File: config.mk
export PLATFORM = sky130hd
export DESIGN_NAME = line_editing_receive_ring
export DESIGN_NICKNAME = d
export VERILOG_FILES = /design/src/ler_pkg.sv /design/src/line_editing_receive_ring.sv
export SDC_FILE = /design/constraint.sdc
export NUM_CORES = 1
export LEC_CHECK = 0
export ABC_AREA = 0
export BUFFER_PORTS_ARGS = -buffer_cell sky130_fd_sc_hd__buf_2
export CAP_MARGIN = 20
export CORE_ASPECT_RATIO = 0.8
export CORE_MARGIN = 4
export CORE_UTILIZATION = 50
export CTS_CLUSTER_DIAMETER = 80
export DETAILED_ROUTE_END_ITERATION = 8
export PLACE_DENSITY = 0.67
export SETUP_SLACK_MARGIN = 0.15
export SYNTH_ARGS = -nofsm -noshare
export SYNTH_HDL_FRONTEND = slang
export SYNTH_SLANG_ARGS = --single-unit
File: constraint.sdc
create_clock -name clock -period 5 [get_ports clock]
set_input_delay 0.5 -clock clock [delete_from_list [all_inputs] [get_ports clock]]
set_output_delay 0.5 -clock clock [all_outputs]
set_load 0.005 [all_outputs]
File: src/ler_pkg.sv
// shared types and codes for the line editing receive ring
`timescale 1ns / 1ps

package ler_pkg;

   // request kinds on req_tuser
   localparam logic [1:0] REQ_BYTE  = 2'd0;
   localparam logic [1:0] REQ_READ  = 2'd1;
   localparam logic [1:0] REQ_CLEAR = 2'd2;

   // result kinds on rsp_tuser
   localparam logic [1:0] KIND_ECHO    = 2'd0;
   localparam logic [1:0] KIND_CHAR    = 2'd1;
   localparam logic [1:0] KIND_LEN     = 2'd2;
   localparam logic [1:0] KIND_NO_LINE = 2'd3;

   localparam logic [7:0] CH_BS  = 8'h08;
   localparam logic [7:0] CH_LF  = 8'h0A;
   localparam logic [7:0] CH_CR  = 8'h0D;
   localparam logic [7:0] CH_SP  = 8'h20;
   localparam logic [7:0] CH_TOP = 8'h7E;
   localparam logic [7:0] CH_DEL = 8'h7F;

   localparam logic [4:0] MAX_LINE_CHARS = 5'd31;

   typedef struct packed {
      logic [1:0] kind;
      logic [7:0] char_out;
      logic       last;
      logic [5:0] line_length;
      logic [5:0] fill_count;
      logic [5:0] lines_pending;
   } rsp_word_type;

endpackage

File: src/line_editing_receive_ring.sv
// Line editing receive ring: received bytes are echoed and edited into a circular
// character memory (one write port, one read port, registered read data); read
// requests remove the oldest line. One request is handled at a time. A printable
// byte or line end is stored at once, or, when the memory is full, after the oldest
// entry is checked for a line end, then echoed one word per cycle unless stalled;
// an erase reads the previous entry and, unless it is a line end, removes it with
// three echo words. A line read scans entries up to the line end, then walks the
// same entries again while delivering characters, and ends with the length word;
// with no line pending or a zero max_len it answers with a single word. Output
// words wait in a single result register while the consumer stalls.
`timescale 1ns / 1ps

module line_editing_receive_ring
   import ler_pkg::*;
#(
   parameter int STORE_DEPTH = 32
) (
   input  logic        clock,
   input  logic        reset,
   input  logic        req_tvalid,
   output logic        req_tready,
   input  logic [15:0] req_tdata,   // rx_byte[7:0], max_len[15:8]
   input  logic [1:0]  req_tuser,   // req_type[1:0]
   output logic        rsp_tvalid,
   input  logic        rsp_tready,
   output logic [31:0] rsp_tdata,   // char_out[7:0], line_length[13:8],
                                    // fill_count[19:14], lines_pending[25:20], zero
   output logic [1:0]  rsp_tuser,   // kind[1:0]
   output logic        rsp_tlast
);

   localparam int PTR_W = $clog2(STORE_DEPTH);
   localparam int CNT_W = $clog2(STORE_DEPTH + 1);

   typedef enum logic [3:0] {
      ST_IDLE, ST_ERASE_CHK, ST_DROP_CHK, ST_ECHO, ST_NO_LINE,
      ST_SCAN_RD, ST_SCAN_CHK, ST_EMIT_RD, ST_EMIT_CHK, ST_LEN
   } state_type;

   typedef enum logic [1:0] {
      ECHO_ONE, ECHO_CRLF, ECHO_ERASE
   } echo_type;

   function automatic logic [PTR_W-1:0] ptr_next(input logic [PTR_W-1:0] p);
      ptr_next = (p == PTR_W'(STORE_DEPTH - 1)) ? '0 : p + 1'b1;
   endfunction

   function automatic logic [PTR_W-1:0] ptr_prev(input logic [PTR_W-1:0] p);
      ptr_prev = (p == '0) ? PTR_W'(STORE_DEPTH - 1) : p - 1'b1;
   endfunction

   state_type          state_ff, state_in;
   logic [PTR_W-1:0]   wr_pos_ff, wr_pos_in;
   logic [PTR_W-1:0]   rd_pos_ff, rd_pos_in;
   logic [PTR_W-1:0]   walk_ptr_ff, walk_ptr_in;
   logic [CNT_W-1:0]   held_ff, held_in;
   logic [CNT_W-1:0]   lines_ff, lines_in;
   logic               after_cr_ff, after_cr_in;
   logic [CNT_W-1:0]   idx_ff, idx_in;
   logic [CNT_W-1:0]   nchar_ff, nchar_in;
   logic [4:0]         got_ff, got_in;
   logic [7:0]         max_len_ff, max_len_in;
   logic [6:0]         pend_char_ff, pend_char_in;
   logic               pend_cr_ff, pend_cr_in;
   echo_type           echo_seq_ff, echo_seq_in;
   logic [1:0]         echo_step_ff, echo_step_in;
   rsp_word_type       rsp_ff, rsp_in;
   logic               rsp_valid_ff, rsp_valid_in;

   logic [6:0]         store_mem [STORE_DEPTH];
   logic [6:0]         rd_data_ff;
   logic               mem_we, mem_re;
   logic [PTR_W-1:0]   mem_waddr, mem_raddr;
   logic [6:0]         mem_wdata;

   logic               out_free;
   logic               req_fire;
   logic [7:0]         rx_byte;
   logic [7:0]         req_max_len;
   logic               take_char;
   logic               scan_cr;
   logic [CNT_W-1:0]   scan_cnt;

   assign req_tready  = (state_ff == ST_IDLE);
   assign req_fire    = req_tvalid && req_tready;
   assign rx_byte     = req_tdata[7:0];
   assign req_max_len = req_tdata[15:8];
   assign out_free    = !rsp_valid_ff || rsp_tready;
   assign take_char   = ({3'b000, got_ff} + 8'd1 < max_len_ff) && (got_ff < MAX_LINE_CHARS);
   assign scan_cr     = (rd_data_ff == CH_CR[6:0]);
   assign scan_cnt    = idx_ff + 1'b1;

   assign rsp_tvalid = rsp_valid_ff;
   assign rsp_tuser  = rsp_ff.kind;
   assign rsp_tlast  = rsp_ff.last;
   assign rsp_tdata  = {6'b000000, rsp_ff.lines_pending, rsp_ff.fill_count,
                        rsp_ff.line_length, rsp_ff.char_out};

   always_comb begin
      state_in     = state_ff;
      wr_pos_in    = wr_pos_ff;
      rd_pos_in    = rd_pos_ff;
      walk_ptr_in  = walk_ptr_ff;
      held_in      = held_ff;
      lines_in     = lines_ff;
      after_cr_in  = after_cr_ff;
      idx_in       = idx_ff;
      nchar_in     = nchar_ff;
      got_in       = got_ff;
      max_len_in   = max_len_ff;
      pend_char_in = pend_char_ff;
      pend_cr_in   = pend_cr_ff;
      echo_seq_in  = echo_seq_ff;
      echo_step_in = echo_step_ff;
      rsp_in       = rsp_ff;
      rsp_valid_in = rsp_valid_ff && !rsp_tready;
      mem_we       = 1'b0;
      mem_waddr    = wr_pos_ff;
      mem_wdata    = pend_char_ff;
      mem_re       = 1'b0;
      mem_raddr    = walk_ptr_ff;

      unique case (state_ff)
         ST_IDLE: begin
            if (req_fire) begin
               unique case (req_tuser)
                  REQ_BYTE: begin
                     priority if (rx_byte == CH_BS || rx_byte == CH_DEL) begin
                        after_cr_in = 1'b0;
                        if (held_ff != '0) begin
                           mem_re    = 1'b1;
                           mem_raddr = ptr_prev(wr_pos_ff);
                           state_in  = ST_ERASE_CHK;
                        end
                     end else if (rx_byte == CH_LF && after_cr_ff) begin
                        after_cr_in = 1'b0;
                     end else if (rx_byte == CH_LF || rx_byte == CH_CR
                                  || (rx_byte >= CH_SP && rx_byte <= CH_TOP)) begin
                        // bare lf is taken as cr
                        pend_cr_in   = (rx_byte == CH_LF || rx_byte == CH_CR);
                        pend_char_in = (rx_byte == CH_LF) ? CH_CR[6:0] : rx_byte[6:0];
                        echo_seq_in  = (rx_byte == CH_LF || rx_byte == CH_CR)
                                       ? ECHO_CRLF : ECHO_ONE;
                        echo_step_in = 2'd0;
                        if (held_ff == CNT_W'(STORE_DEPTH)) begin
                           mem_re    = 1'b1;
                           mem_raddr = rd_pos_ff;
                           state_in  = ST_DROP_CHK;
                        end else begin
                           mem_we      = 1'b1;
                           mem_waddr   = wr_pos_ff;
                           mem_wdata   = (rx_byte == CH_LF) ? CH_CR[6:0] : rx_byte[6:0];
                           wr_pos_in   = ptr_next(wr_pos_ff);
                           held_in     = held_ff + 1'b1;
                           after_cr_in = (rx_byte == CH_LF || rx_byte == CH_CR);
                           if (rx_byte == CH_LF || rx_byte == CH_CR) begin
                              lines_in = lines_ff + 1'b1;
                           end
                           state_in = ST_ECHO;
                        end
                     end else begin
                        // control bytes are dropped
                        state_in = ST_IDLE;
                     end
                  end
                  REQ_READ: begin
                     max_len_in = req_max_len;
                     if (lines_ff == '0 || req_max_len == 8'd0) begin
                        state_in = ST_NO_LINE;
                     end else begin
                        walk_ptr_in = rd_pos_ff;
                        idx_in      = '0;
                        state_in    = ST_SCAN_RD;
                     end
                  end
                  REQ_CLEAR: begin
                     wr_pos_in   = '0;
                     rd_pos_in   = '0;
                     held_in     = '0;
                     lines_in    = '0;
                     after_cr_in = 1'b0;
                  end
                  default: begin
                     state_in = ST_IDLE;
                  end
               endcase
            end
         end
         ST_ERASE_CHK: begin
            if (rd_data_ff != CH_CR[6:0]) begin
               wr_pos_in    = ptr_prev(wr_pos_ff);
               held_in      = held_ff - 1'b1;
               echo_seq_in  = ECHO_ERASE;
               echo_step_in = 2'd0;
               state_in     = ST_ECHO;
            end else begin
               state_in = ST_IDLE;
            end
         end
         ST_DROP_CHK: begin
            // oldest entry gives way; held count stays at depth
            mem_we      = 1'b1;
            mem_waddr   = wr_pos_ff;
            mem_wdata   = pend_char_ff;
            wr_pos_in   = ptr_next(wr_pos_ff);
            rd_pos_in   = ptr_next(rd_pos_ff);
            after_cr_in = pend_cr_ff;
            lines_in    = lines_ff - CNT_W'(scan_cr && lines_ff != '0) + CNT_W'(pend_cr_ff);
            state_in    = ST_ECHO;
         end
         ST_ECHO: begin
            if (out_free) begin
               rsp_valid_in         = 1'b1;
               rsp_in.kind          = KIND_ECHO;
               rsp_in.line_length   = '0;
               rsp_in.fill_count    = 6'(held_ff);
               rsp_in.lines_pending = 6'(lines_ff);
               unique case (echo_seq_ff)
                  ECHO_ONE: begin
                     rsp_in.char_out = {1'b0, pend_char_ff};
                     rsp_in.last     = 1'b1;
                  end
                  ECHO_CRLF: begin
                     rsp_in.char_out = (echo_step_ff == 2'd0) ? CH_CR : CH_LF;
                     rsp_in.last     = (echo_step_ff == 2'd1);
                  end
                  default: begin
                     rsp_in.char_out = (echo_step_ff == 2'd1) ? CH_SP : CH_BS;
                     rsp_in.last     = (echo_step_ff == 2'd2);
                  end
               endcase
               echo_step_in = echo_step_ff + 1'b1;
               if (rsp_in.last) begin
                  state_in = ST_IDLE;
               end
            end
         end
         ST_NO_LINE: begin
            if (out_free) begin
               rsp_valid_in         = 1'b1;
               rsp_in.kind          = KIND_NO_LINE;
               rsp_in.char_out      = '0;
               rsp_in.last          = 1'b1;
               rsp_in.line_length   = '0;
               rsp_in.fill_count    = 6'(held_ff);
               rsp_in.lines_pending = 6'(lines_ff);
               state_in             = ST_IDLE;
            end
         end
         ST_SCAN_RD: begin
            mem_re    = 1'b1;
            mem_raddr = walk_ptr_ff;
            state_in  = ST_SCAN_CHK;
         end
         ST_SCAN_CHK: begin
            if (scan_cr || scan_cnt == held_ff) begin
               // line extent known: commit counts, then walk it again to deliver
               held_in     = held_ff - scan_cnt;
               lines_in    = scan_cr ? lines_ff - 1'b1 : '0;
               nchar_in    = scan_cr ? idx_ff : scan_cnt;
               rd_pos_in   = ptr_next(walk_ptr_ff);
               walk_ptr_in = rd_pos_ff;
               idx_in      = '0;
               got_in      = '0;
               state_in    = ST_EMIT_RD;
            end else begin
               walk_ptr_in = ptr_next(walk_ptr_ff);
               idx_in      = scan_cnt;
               state_in    = ST_SCAN_RD;
            end
         end
         ST_EMIT_RD: begin
            if (idx_ff == nchar_ff) begin
               state_in = ST_LEN;
            end else begin
               mem_re    = 1'b1;
               mem_raddr = walk_ptr_ff;
               state_in  = ST_EMIT_CHK;
            end
         end
         ST_EMIT_CHK: begin
            if (!take_char || out_free) begin
               if (take_char) begin
                  rsp_valid_in         = 1'b1;
                  rsp_in.kind          = KIND_CHAR;
                  rsp_in.char_out      = {1'b0, rd_data_ff};
                  rsp_in.last          = 1'b0;
                  rsp_in.line_length   = '0;
                  rsp_in.fill_count    = 6'(held_ff);
                  rsp_in.lines_pending = 6'(lines_ff);
                  got_in               = got_ff + 1'b1;
               end
               idx_in      = idx_ff + 1'b1;
               walk_ptr_in = ptr_next(walk_ptr_ff);
               state_in    = ST_EMIT_RD;
            end
         end
         ST_LEN: begin
            if (out_free) begin
               rsp_valid_in         = 1'b1;
               rsp_in.kind          = KIND_LEN;
               rsp_in.char_out      = '0;
               rsp_in.last          = 1'b1;
               rsp_in.line_length   = {1'b0, got_ff};
               rsp_in.fill_count    = 6'(held_ff);
               rsp_in.lines_pending = 6'(lines_ff);
               state_in             = ST_IDLE;
            end
         end
         default: begin
            state_in = ST_IDLE;
         end
      endcase
   end

   always_ff @(posedge clock) begin
      if (reset) begin
         state_ff     <= ST_IDLE;
         wr_pos_ff    <= '0;
         rd_pos_ff    <= '0;
         held_ff      <= '0;
         lines_ff     <= '0;
         after_cr_ff  <= 1'b0;
         rsp_valid_ff <= 1'b0;
      end else begin
         state_ff     <= state_in;
         wr_pos_ff    <= wr_pos_in;
         rd_pos_ff    <= rd_pos_in;
         held_ff      <= held_in;
         lines_ff     <= lines_in;
         after_cr_ff  <= after_cr_in;
         rsp_valid_ff <= rsp_valid_in;
      end
      walk_ptr_ff  <= walk_ptr_in;
      idx_ff       <= idx_in;
      nchar_ff     <= nchar_in;
      got_ff       <= got_in;
      max_len_ff   <= max_len_in;
      pend_char_ff <= pend_char_in;
      pend_cr_ff   <= pend_cr_in;
      echo_seq_ff  <= echo_seq_in;
      echo_step_ff <= echo_step_in;
      rsp_ff       <= rsp_in;
   end

   always_ff @(posedge clock) begin
      if (mem_we) begin
         store_mem[mem_waddr] <= mem_wdata;
      end
      if (mem_re) begin
         rd_data_ff <= store_mem[mem_raddr];
      end
   end

   held_in_range: assert property (@(posedge clock) disable iff (reset)
      held_ff <= CNT_W'(STORE_DEPTH))
      else $error("held count above store depth");

   lines_within_held: assert property (@(posedge clock) disable iff (reset)
      lines_ff <= held_ff)
      else $error("more pending lines than held characters");

   clear_empties: assert property (@(posedge clock) disable iff (reset)
      req_fire && req_tuser == REQ_CLEAR |=> held_ff == '0 && lines_ff == '0)
      else $error("clear left characters behind");

   line_char_not_last: assert property (@(posedge clock) disable iff (reset)
      rsp_valid_ff && rsp_ff.kind == KIND_CHAR |-> !rsp_ff.last)
      else $error("line character word marked last");

endmodule
# Word level (Yosys, flattened, before mapping)
# Memory sizes are Yosys's and may differ from the RTL's. A register that Yosys moved wholly into a read port is not among the register bits.
# Cells that the tools add are included.
# totals
out_inout_bits,37
inputBits,22
regBits,99
mem_bits_rw,224
memories,1
# op_classes
bitwise,2
eq_ne,54
order_cmp,4
reduce_logical,50
add_sub_neg,15
mux,140
# memory_table
name,depth,word_bits,rd,rd_clocked_by_memory_dff,wr,line,rtl
store_mem,32,7,1,1,1,line_editing_receive_ring.sv:70,logic [6:0] store_mem [STORE_DEPTH];
# ops
operator,count
29-bit 2-to-1 mux,5
5-bit 2-to-1 mux,29
6-bit 2-to-1 mux,22
29-bit case mux with 4 select lines,1
7-bit 2-to-1 mux,8
6-bit case mux with 3 select lines,3
5-bit case mux with 3 select lines,3
4-bit 2-to-1 mux,9
4-bit case mux with 9 select lines,1
2-bit 2-to-1 mux,15
1-bit 2-to-1 mux,28
8-bit by 4-bit equality test with 1-bit output (second input constant),3
2-bit inequality test (second input constant),12
6-bit case mux with 2 select lines,2
8-bit AND reduction,3
5-bit by 1-bit adder with 5-bit output (second input constant),4
5-bit case mux with 2 select lines,2
6-bit by 1-bit adder with 6-bit output (second input constant),3
9-bit 2-to-1 mux,2
9-bit AND reduction,2
4-bit by 3-bit equality test with 1-bit output (second input constant),4
8-bit case mux with 2 select lines,1
5-bit equality test (second input constant),3
3-bit inequality test (second input constant),5
52 further kinds,95

# Depth between registers and ports, before layout
# logic_depth
word_depth,11
mapped_depth,15
mapped_depth_nobuf,15

# Worst setup path before layout
# Ideal clock, no wire load.
# synth_timing
path_type,register -> register
startpoint,register got_ff[0]
endpoint,register rsp_ff (netlist bit rsp_tdata[0]) (enable)
setup_time_ns,0.411
required_ns,4.589
n_path_buf,0
arrival_ns,3.309
period_less_slack_ns,3.720
stages_incl_launch_ff,11
setup_slack_ns,1.280
path_cell_list,edfxtp_1 ha_1 ha_1 a21boi_0 o21a_1 o21a_1 o21ai_0 a2111oi_0 or3_1 and3_1 nor2_1
# synth_via
elab_chain_cells,7
# synth_lines
element,line,rtl
start: declaration,line_editing_receive_ring.sv:61,"logic [4:0] got_ff, got_in;"
start signal: assignment,line_editing_receive_ring.sv:337,got_ff <= got_in;
5-bit by 1-bit adder with 6-bit output,line_editing_receive_ring.sv:89,"assign take_char = ({3'b000, got_ff} + 8'd1 < max_len_ff) && (got_ff < MAX_LINE_CHARS);"
6-bit by 8-bit < comparator with 1-bit output,line_editing_receive_ring.sv:89,
1-bit logical AND *,line_editing_receive_ring.sv:89,
1-bit logical NOT,line_editing_receive_ring.sv:282,if (!take_char || out_free) begin
1-bit logical OR,line_editing_receive_ring.sv:282,
2-bit inequality test (no source line),--,
6-bit AND reduction (no source line) *,--,
end signal: assignment,line_editing_receive_ring.sv:343,rsp_ff <= rsp_in;
end: declaration,line_editing_receive_ring.sv:67,"rsp_word_type rsp_ff, rsp_in;"
# Mark *: on every way between the ends. The rest lies on a longest branch, timed or not.
# A chain may end at the register's enable or synchronous reset.

# Final worst setup path
# layout_timing
startpoint,register state_ff[2]
endpoint,memory store_mem[27][3] (enable)
# layout_via
elab_chain_cells,6
# layout_lines
element,line,rtl
start: declaration,line_editing_receive_ring.sv:52,"state_type state_ff, state_in;"
start signal: assignment,line_editing_receive_ring.sv:326,state_ff <= state_in;
4-bit logical NOT,"line_editing_receive_ring.sv:84, line_editing_receive_ring.sv:123",
1-bit logical AND,line_editing_receive_ring.sv:85,assign req_fire = req_tvalid && req_tready;
1-bit 2-to-1 mux,line_editing_receive_ring.sv:125,if (req_fire) begin
1-bit case mux with 2 select lines *,line_editing_receive_ring.sv:123,unique case (state_ff)
1-bit 2-to-1 mux *,line_editing_receive_ring.sv:347,if (mem_we) begin
1-bit 2-to-1 mux (implied by the code) *,line_editing_receive_ring.sv:348,store_mem[mem_waddr] <= mem_wdata;
end: declaration,line_editing_receive_ring.sv:70,
# Marks and branches as above.

==> metrics.md <==
| Metric | Value |
|---|---|
| Status | `complete, no violations` |
| P&R area growth vs syn | `10.5%` |
| Async set-reset flop share out of synthesis | `0` |
| Synth Flop Type | `edfxtp_1` |
| Power Dens Cells | `462 mW/mm^2` |
| Setup TNS Final | `0 ns` |
| Post-DRT Antenna Nets | `0` |
| Clock tree buffer depth | `3` |
| Post-synthesis mux area share | `0.0357` |
| Worst Clk Skew | `~0.022 ns` |
| Row count | `57` |
| RR Endpoint | `store_mem[27][3]$_DFFE_PP_` |
| Synth Area in XOR/XNOR | `0.0200` |
| Critical R2R Launch | `state_ff[2]$_SDFFE_PP0P_` |
| Core area | `a little over 0.03 mm^2` |
| Gr usage total | `0.228` |
| Worst Tran Pin Value | `between 1 and 1.5 ns` |
| CP endpoint kind | `flip-flop` |
| Initial DRC count | `1,071` |
| Seq/Total Area, Yosys | `0.625` |
| Non-filler cells, final | `1,769` |
| Final worst-path cycle share | `0.835` |
| Syn Std Cell Area | `0.0153 mm^2` |
| Post-CTS Hold Fix Bufs | `0` |
| Ports | `59` |
| Critical Path RT | `5.18 ns` |
| Post-Synthesis Cells | `1,292` |
| Inserted Clock Buffers | `31` |
| Fin nets | `1,402` |
| Critical Path Start Type | `flip-flop` |
| Place WS | `slightly below 0.6 ns` |
| Commonest non-fill, non-tap cell in the layout | `edfxtp_1` |
| Vias | `between 10,000 and 15,000` |
| Largest family of logic cells by synthesized area | `simple AND/OR/NAND/NOR gates` |
| Ys Warns | `0` |
| Die ar. | `around 0.034 mm^2` |
| Peak fanout along the critical path | `12` |
| R2R setup slack | `0.83 ns` |
| Relative slew slack | `0.208` |
| Fillers | `between 2,000 and 3,000` |
| Crit path time final | `4.17 ns` |
| WL/cell | `approximately 22 um` |
| CTS H-tree depth | `1` |
| Cells on Worst Hold Path | `1` |
| DP HPWL | `between 20,000 and 30,000 um` |
| Net Sw Frac | `0.327` |
| CTS root buf | `clkbuf_16` |
| Logic pwr share | `0.273` |
| Placer Congestion | `0.909` |
| Type of the worst setup path | `flip-flop to flip-flop` |
| CTS tree | `done` |
| DRC Markers | `0` |
| Net Sw Power | `0.00255 W` |
| Ratio of cells with drive above 1 in the final layout | `0.108` |
| Die height | `165 um` |
| Starting density of the core | `0.505` |
| Max Clock Freq | `about 0.24 GHz` |
| Post-CTS Setup Bufs | `0` |
| Post-synth EDFFs | `300` |
| Seq pwr share | `0.440` |
| Util after Layout | `0.558` |
| Number of global-route vias before repair | `10,119` |
| Clock Sinks | `328` |
| Highest-count cells in the layout ignoring fill and taps | `edfxtp_1, nand2_1, nor2_1` |
| Post-Synth Simple-Gate Area | `0.154` |
| Max-slew violation count | `0` |
| Initial antenna violation count | `0` |
| Port bufs | `50` |
| Critical Path AT | `4.35 ns` |
| Synth unique cells | `74` |
| Yosys top cell area share | `0.588` |
| Compound-gate portion of the synthesized area | `0.0939` |
| Clock transition at the registers of the reported paths | `0.06 ns` |
| N_diodes | `0` |
| Biggest area consumer among synthesized cells | `edfxtp_1` |
| Clock network fraction of total power | `0.287` |
| Max Cap Viol | `0` |
| Final setup margin | `0.826 ns` |
| Clock Latency Late Sink | `0.56 ns` |
| Adder-Cell Fraction of Synth Area | `0.0394` |
| Endpoint, Worst Hold | `max_len_ff[0]$_DFFE_PP_` |
| Initial DRT Pass Iterations | `5` |
| #FFs+latches synth | `328` |
| Top post-synthesis cells by area | `edfxtp_1, nand2_1, ha_1` |
| Static leakage | `6.05 nW` |
| Type of the worst min-delay path | `primary input to flip-flop` |
| Register area | `0.00957 mm^2` |
| Avg Inst Size Synth | `11.9 um^2` |
| Area of the multi-input gates | `between 0.005 and 0.006 mm^2` |
| Hold_sp | `req_tdata[8]` |
| Vias/cell | `6.01` |
| CTS-repair resized insts | `0` |
| IR drop worst, VDD | `0.000340 V` |
| GR Overflow Total | `0` |
| R2r worst-path depth | `10` |
| Final WL | `roughly 39,000 um` |
| Hold Fails Final Rpt | `0` |
| First-pass GRT wire length | `59,100 um` |
| Largest net degree at the start of global routing | `35` |
| Setup violations, final | `0` |
| RSZ-0062 raised after global routing | `no` |
| Horiz. Die Dim | `204 um` |
| Internal power | `0.00527 W` |
| Placed cells | `~1,700` |
## sequential cells by signal (all words and copies together), names as in the netlist, 5 cells and up
signal        flops
walk_ptr_ff       5
held_ff           6
rsp_tdata        24
got_ff            5
rd_data_ff        7
lines_ff          6
nchar_ff          6
pend_char_ff      7
store_mem       224
max_len_ff        8
rd_pos_ff         5
wr_pos_ff         5
idx_ff            6
## layout make-up
class	count	area share
Inverter	38	0.00850
Tap cell	413	0.0305
Clock inverter	21	0.0102
Timing Repair Buffer	71	0.0248
Sequential cell	328	0.566
Multi-Input combinational cell	863	0.314
Clock buffer	35	0.0467
## stage by stage
step	total power, W	area (um^2)	hold WS [ns]
after floorplan	0.00492	15300	0.435
after global placement	0.00555	16000	0.504
after detailed placement	0.00558	16000	0.508
after CTS	0.00782	16900	0.104
after global routing	0.00821	16900	0.112
final	0.00782	16900	0.128
## synthesized netlist by cell type, drive strengths merged, types with 12 or more instances
| cell type | number |
|---|---|
| a32oi | 20 |
| nor2 | 105 |
| mux2i | 40 |
| buf | 31 |
| nand2 | 210 |
| clkbuf | 39 |
| xnor2 | 18 |
| edfxtp | 300 |
| and3 | 16 |
| dfxtp | 28 |
| xor2 | 17 |
| a21oi | 38 |
| nor3 | 23 |
| a211oi | 12 |
| ha | 45 |
| mux2 | 13 |
| a31oi | 26 |
| nand4 | 17 |
| nand3 | 75 |
| a221oi | 12 |
| inv | 36 |
| o21ai | 30 |
## power by group through the flow
| stage | clock network (W) | registers (W) | logic [W] |
|---|---|---|---|
| global placement | 0 | 0.00349 | 0.00206 |
| finish | 0.00225 | 0.00344 | 0.00214 |
| floorplan | 0 | 0.00339 | 0.00153 |
| detailed placement | 0 | 0.00349 | 0.00209 |
| CTS | 0.00229 | 0.00343 | 0.00210 |
| global route | 0.00240 | 0.00346 | 0.00235 |
## cell families after synthesis
logic type,count (synthesis)
simple gates,513
flops,328
compound gates,207
buf+inv,108
mux,53
fa+ha+maj,47
xor+xnor,35
other cells,1
## worst max-delay path, cell delays in order, from the launching register on
cell and delay, ns:
dfxtp_1 0.41, nor2_1 0.30, nand2_1 0.16, clkinv_1 0.21
and3_1 0.44, and3_1 0.23, buf_4 0.18, nand2_1 0.24
a21boi_0 0.50, nand2_1 0.48, nor2_1 0.64
## per-layer routing
metal  vias up  track usage  share of wire
li1       4864            -              -
met4         0       0.0503          0.024
met1      5223        0.355           0.47
met5         -            0              0
met3        71       0.0497          0.090
met2       473        0.329           0.42
## how the worst max path moves through the flow
stage                                        start                          to  slack [ns]  cells after the start
after CTS                 state_ff[2]$_SDFFE_PP0P_  store_mem[25][0]$_DFFE_PP_        0.89                     10
final                     state_ff[2]$_SDFFE_PP0P_  store_mem[27][3]$_DFFE_PP_        0.83                     10
after global routing      state_ff[2]$_SDFFE_PP0P_  store_mem[20][6]$_DFFE_PP_        0.43                     10
after floorplan            got_ff[0]$_SDFFCE_PN0P_      rsp_tdata[0]$_DFFE_PP_        1.28                     10
after detailed placement              req_tdata[5]  store_mem[27][3]$_DFFE_PP_        0.60                     11
after global placement                req_tdata[5]  store_mem[11][1]$_DFFE_PP_        0.77                     11
(Power assumes the default switching activity.)
